### config.mk
export PLATFORM = sky130hd
export DESIGN_NAME = cht_mul
export DESIGN_NICKNAME = d
export VERILOG_FILES = /design/src/hdl/cht_pkg.sv /design/src/hdl/cht_mul.sv
export SDC_FILE = /design/constraint.sdc
export NUM_CORES = 2
export LEC_CHECK = 0
export BUFFER_PORTS_ARGS = -buffer_cell sky130_fd_sc_hd__buf_4
export CAP_MARGIN = 20
export CORE_MARGIN = 3
export CORE_UTILIZATION = 35
export DETAILED_ROUTE_END_ITERATION = 10
export SLEW_MARGIN = 30
export SYNTH_ARGS = -nofsm -noshare
export SYNTH_HDL_FRONTEND = slang
export SYNTH_SLANG_ARGS = --single-unit
export TNS_END_PERCENT = 1
### constraint.sdc
create_clock -name clk -period 9.65 [get_ports clk]
set_input_delay 0.4825 -clock clk [delete_from_list [all_inputs] [get_ports clk]]
set_output_delay 0.4825 -clock clk [all_outputs]
set_load 0.01 [all_outputs]
### src/hdl/cht_pkg.sv
// ----------------------------------------------------------------------------
// cht_pkg
// shared types and constants of the convex hull trick dp engine
// ----------------------------------------------------------------------------
`timescale 1ns / 1ps

package cht_pkg;

    localparam int CHT_MAX_LINES = 1024;

    localparam logic [1:0] CFG_QUAD  = 2'd0;
    localparam logic [1:0] CFG_LIN   = 2'd1;
    localparam logic [1:0] CFG_CONST = 2'd2;

    typedef enum logic [4:0] {
        ST_IDLE,
        ST_AP,
        ST_AP2,
        ST_AP3,
        ST_BP,
        ST_QCHK,
        ST_QRD1,
        ST_QE1,
        ST_QE2,
        ST_QFIN,
        ST_QF1,
        ST_QF2,
        ST_SUM,
        ST_SUM2,
        ST_SUM3,
        ST_PUSH,
        ST_PCHK,
        ST_PR1,
        ST_PR2,
        ST_PR3,
        ST_PR4,
        ST_DONE,
        ST_MULW
    } cht_state_t;

    // signed less-than on wrapped 64-bit words
    function automatic logic slt64(input logic [63:0] x, input logic [63:0] y);
        return $signed(x) < $signed(y);
    endfunction

endpackage

### src/hdl/cht_mul.sv
// ----------------------------------------------------------------------------
// cht_mul
// iterative 64x64 multiplier, low 64 bits, one 32x32 partial product a cycle
// ----------------------------------------------------------------------------
`timescale 1ns / 1ps

module cht_mul
    import cht_pkg::*;
(
    input  logic        clk,
    input  logic        rst_n,
    input  logic        start,
    input  logic [63:0] op_a,
    input  logic [63:0] op_b,
    output logic        done,
    output logic [63:0] product
);

    logic [63:0] a_reg;
    logic [63:0] b_reg;
    logic [63:0] acc_reg;
    logic [1:0]  step_reg;
    logic        busy_reg;
    logic        done_reg;
    logic [31:0] mul_x;
    logic [31:0] mul_y;
    logic [63:0] pp;

    // one 32x32 multiplier, operand halves picked by the step
    always_comb
    begin
        case (step_reg)
            2'd0:
            begin
                mul_x = a_reg[31:0];
                mul_y = b_reg[31:0];
            end
            2'd1:
            begin
                mul_x = a_reg[31:0];
                mul_y = b_reg[63:32];
            end
            default:
            begin
                mul_x = a_reg[63:32];
                mul_y = b_reg[31:0];
            end
        endcase
    end

    assign pp = {32'd0, mul_x} * {32'd0, mul_y};

    always_ff @(posedge clk or negedge rst_n)
    begin
        if (!rst_n)
        begin
            step_reg <= 2'd0;
            busy_reg <= 1'b0;
            done_reg <= 1'b0;
        end
        else
        begin
            done_reg <= 1'b0;
            if (start)
            begin
                step_reg <= 2'd0;
                busy_reg <= 1'b1;
            end
            else if (busy_reg)
            begin
                step_reg <= step_reg + 2'd1;
                if (step_reg == 2'd2)
                begin
                    busy_reg <= 1'b0;
                    done_reg <= 1'b1;
                end
            end
        end
    end

    always_ff @(posedge clk)
    begin
        if (start)
        begin
            a_reg <= op_a;
            b_reg <= op_b;
        end
        else if (busy_reg)
        begin
            case (step_reg)
                2'd0:    acc_reg <= pp;
                2'd1:    acc_reg[63:32] <= acc_reg[63:32] + pp[31:0];
                default: acc_reg[63:32] <= acc_reg[63:32] + pp[31:0];
            endcase
        end
    end

    assign done    = done_reg;
    assign product = acc_reg;

endmodule

==> results.tsv <==
metric	value	unit
synth_xor_area_share	1.86	%
status	finished, final reports clean	
synth-async-reset-ratio	2.04	%
syn_area	0.0408	mm²
synthTopCellsByCount	fa_1 (897), inv_1 (872), nand2_1 (669)	
via_per_inst	5.20	
grt_util_met1	30.7	%
tightest_slew	832	ps
antenna_found_initial	4	
drt-total-wl	141	mm
avgSynthCellArea	9.62	µm²
hold_slack	65.4	ps
hold_depth	1	
tritoncts	done	
slew_headroom	43.4	%
synth_top_cell_by_area	fa_1	
die_area	0.121	mm²
finalSetupViolations	0	
wl_per_cell	23.3	µm
coreArea	0.115	mm²
die_h	347	µm
startpoint_type	flop	
cp_max_fo	8	
use_met3	3.85	%
synth.most_common_cell	fa_1	
yosys-top-cells-area	fa_1 (44%), edfxtp_1 (14%), ha_1 (9.1%)	
path_clk_slew	120	ps
grt_pass1_vias	32700	
fin_crit	9450	ps
post-route-drc-count	0	
min_path_type	in2reg	
cts-root-buf	clkbuf_16	
finalHoldViolCount	0	
crit_start	step_reg[0]	
overflow	0	
drv_cap	0	
vias	31500	
drtPass1Iterations	6	
fin_skew	49.7	ps
routabilityCongestion	0.976	
grt_max_degree	64	
drv_slew	0	
cp_data_required_time	9940	ps
drive_gt1_share	14.7	%
die_x	347	µm
clk_latency	580	ps
setup_ws	203	ps
syn_inst	4243	
ys_seq_area_share	14.4	%
yosys_warnings	0	
ys.flop_type	edfxtp_1	
synth_compound_area_share	5.00	%
drtIter0Drc	2596	
fmax	106	MHz
finalNetCount	5867	
ant_nets	0	
fin_tns_setup	0	ps
rsz0062_at_grt	yes	
grt-busiest-layer	met2	
io_buffers	195	
worst_r2r_path_depth	38	
synthSimpleGateAreaFrac	12.2	%
r2r-start	step_reg[0]	
syn-num-nets	5569	
arrival	9740	ps
synth-adder-area-share	53.2	%
ios	196	
synth_edf_count	192	
met2_usage	39.1	%
pre_cts_ws	-346	ps
reg2reg_to	product[62]	
crit_slowest_cell	fa_1	
ys_seq_elements	196	
grt_pass1_wl	209	mm
syn_to_final_growth	15.5	%
period_share	97.9	%
synth_top_family_by_area	adder cells	
synth.distinct_cells	72	
grtUsageTotal	23.5	%
endpoint_kind	flop	
start_util	35.5	%
slowest_delay	570	ps
htreeDepth	4	
rows	124	
synthMuxAreaShare	3.61	%
cts_buffer_depth	2	
endpoint	product[62]	
netlist.area_leader.share	44.0	%
antenna_cells	0	
r2r_slack	200	ps
crit_type	reg2reg	
cts_inserted_buffers	17	
cts.sinks	196	
dp_hpwl	119	mm
[how the worst min path moves through the flow]
stage,start,end
floorplan,rst_n,busy_reg
global placement,rst_n,done
detailed placement,rst_n,done
CTS,op_a[60],a_reg[60]
global route,op_a[27],a_reg[27]
finish,op_a[60],a_reg[60]
[final cells by class]
class / instances / area (µm²)
Clock inverter: 15 / 179
Multi-Input combinational cell: 2984 / 31600
Tap cell: 1512 / 1890
Clock buffer: 17 / 425
Sequential cell: 196 / 5870
Fill cell: 11300 / 67800
Timing Repair Buffer: 470 / 3940
Inverter: 872 / 3270
[logic make-up (layout without fill, tap and decap cells)]
logic type | after synthesis | count (layout)
buffers and inverters | 1063 | 1374
XOR/XNOR | 85 | 85
AND/OR/NAND/NOR | 1259 | 1259
multiplexers | 139 | 139
AO/OA/AOI/OAI | 306 | 306
adder cells (fa/ha/maj) | 1195 | 1195
flip-flops | 196 | 196
[per-stage QoR]
stage                     cells  area [µm²]  utilization (%)
after floorplan            4243       40800                -
final                      6066       47100             41.0
after detailed placement   5992       45500             39.6
after CTS                  6027       46300             40.2
after global routing       6066       47100             41.0
after global placement     5992       45500             39.6
[timing repair]
item                                    CTS  global route
endpoints found under the setup margin    4            12
gates resized for setup                  12            95
setup buffers                             2            34
pin swaps                                 3            24
endpoints found under the hold margin     4             0
hold buffers                              1             0
cloned                                    0             5
[layer usage]
metal,up-vias,share of wire [%]
met5,-,0.0078
met4,2,4.4
met3,266,8.3
met2,1397,48
met1,16400,39
li1,13500,-
[worst max-delay path: cells and delay by family, from the launching register on]
| family | cells | cell delay, ps |
|---|---|---|
| AOI/OAI and AO/OA | 10 | 2410 |
| xor gates and xnor gates | 1 | 170 |
| adders and majority gates | 11 | 4330 |
| buffers and inverters | 11 | 1240 |
| DFF | 1 | 440 |
| muxes | 1 | 190 |
| and+or+nand+nor | 4 | 410 |
[layout by cell type (no fill, tap or decap), types with 6 or more instances in the layout]
cell type,n
a21o_1,53
a21oi_1,87
a21oi_2,11
a31oi_1,9
and2_1,10
and3_1,6
buf_12,17
buf_4,430
buf_6,13
clkbuf_16,21
edfxtp_1,192
fa_1,896
ha_1,285
ha_2,7
ha_4,6
inv_1,872
mux2_2,59
mux2_4,6
mux2i_1,46
mux2i_2,17
mux2i_4,11
nand2_1,668
nand2b_1,13
nand3_1,11
nand4_1,20
nor2_1,484
nor2b_1,10
nor3_1,10
o21a_1,11
o21ai_0,42
o21ai_1,10
o21bai_1,14
xnor2_1,37
xor2_1,35
Power is not shown: default switching activity piles up to over one toggle a cycle in this logic, so the estimate is an artifact.
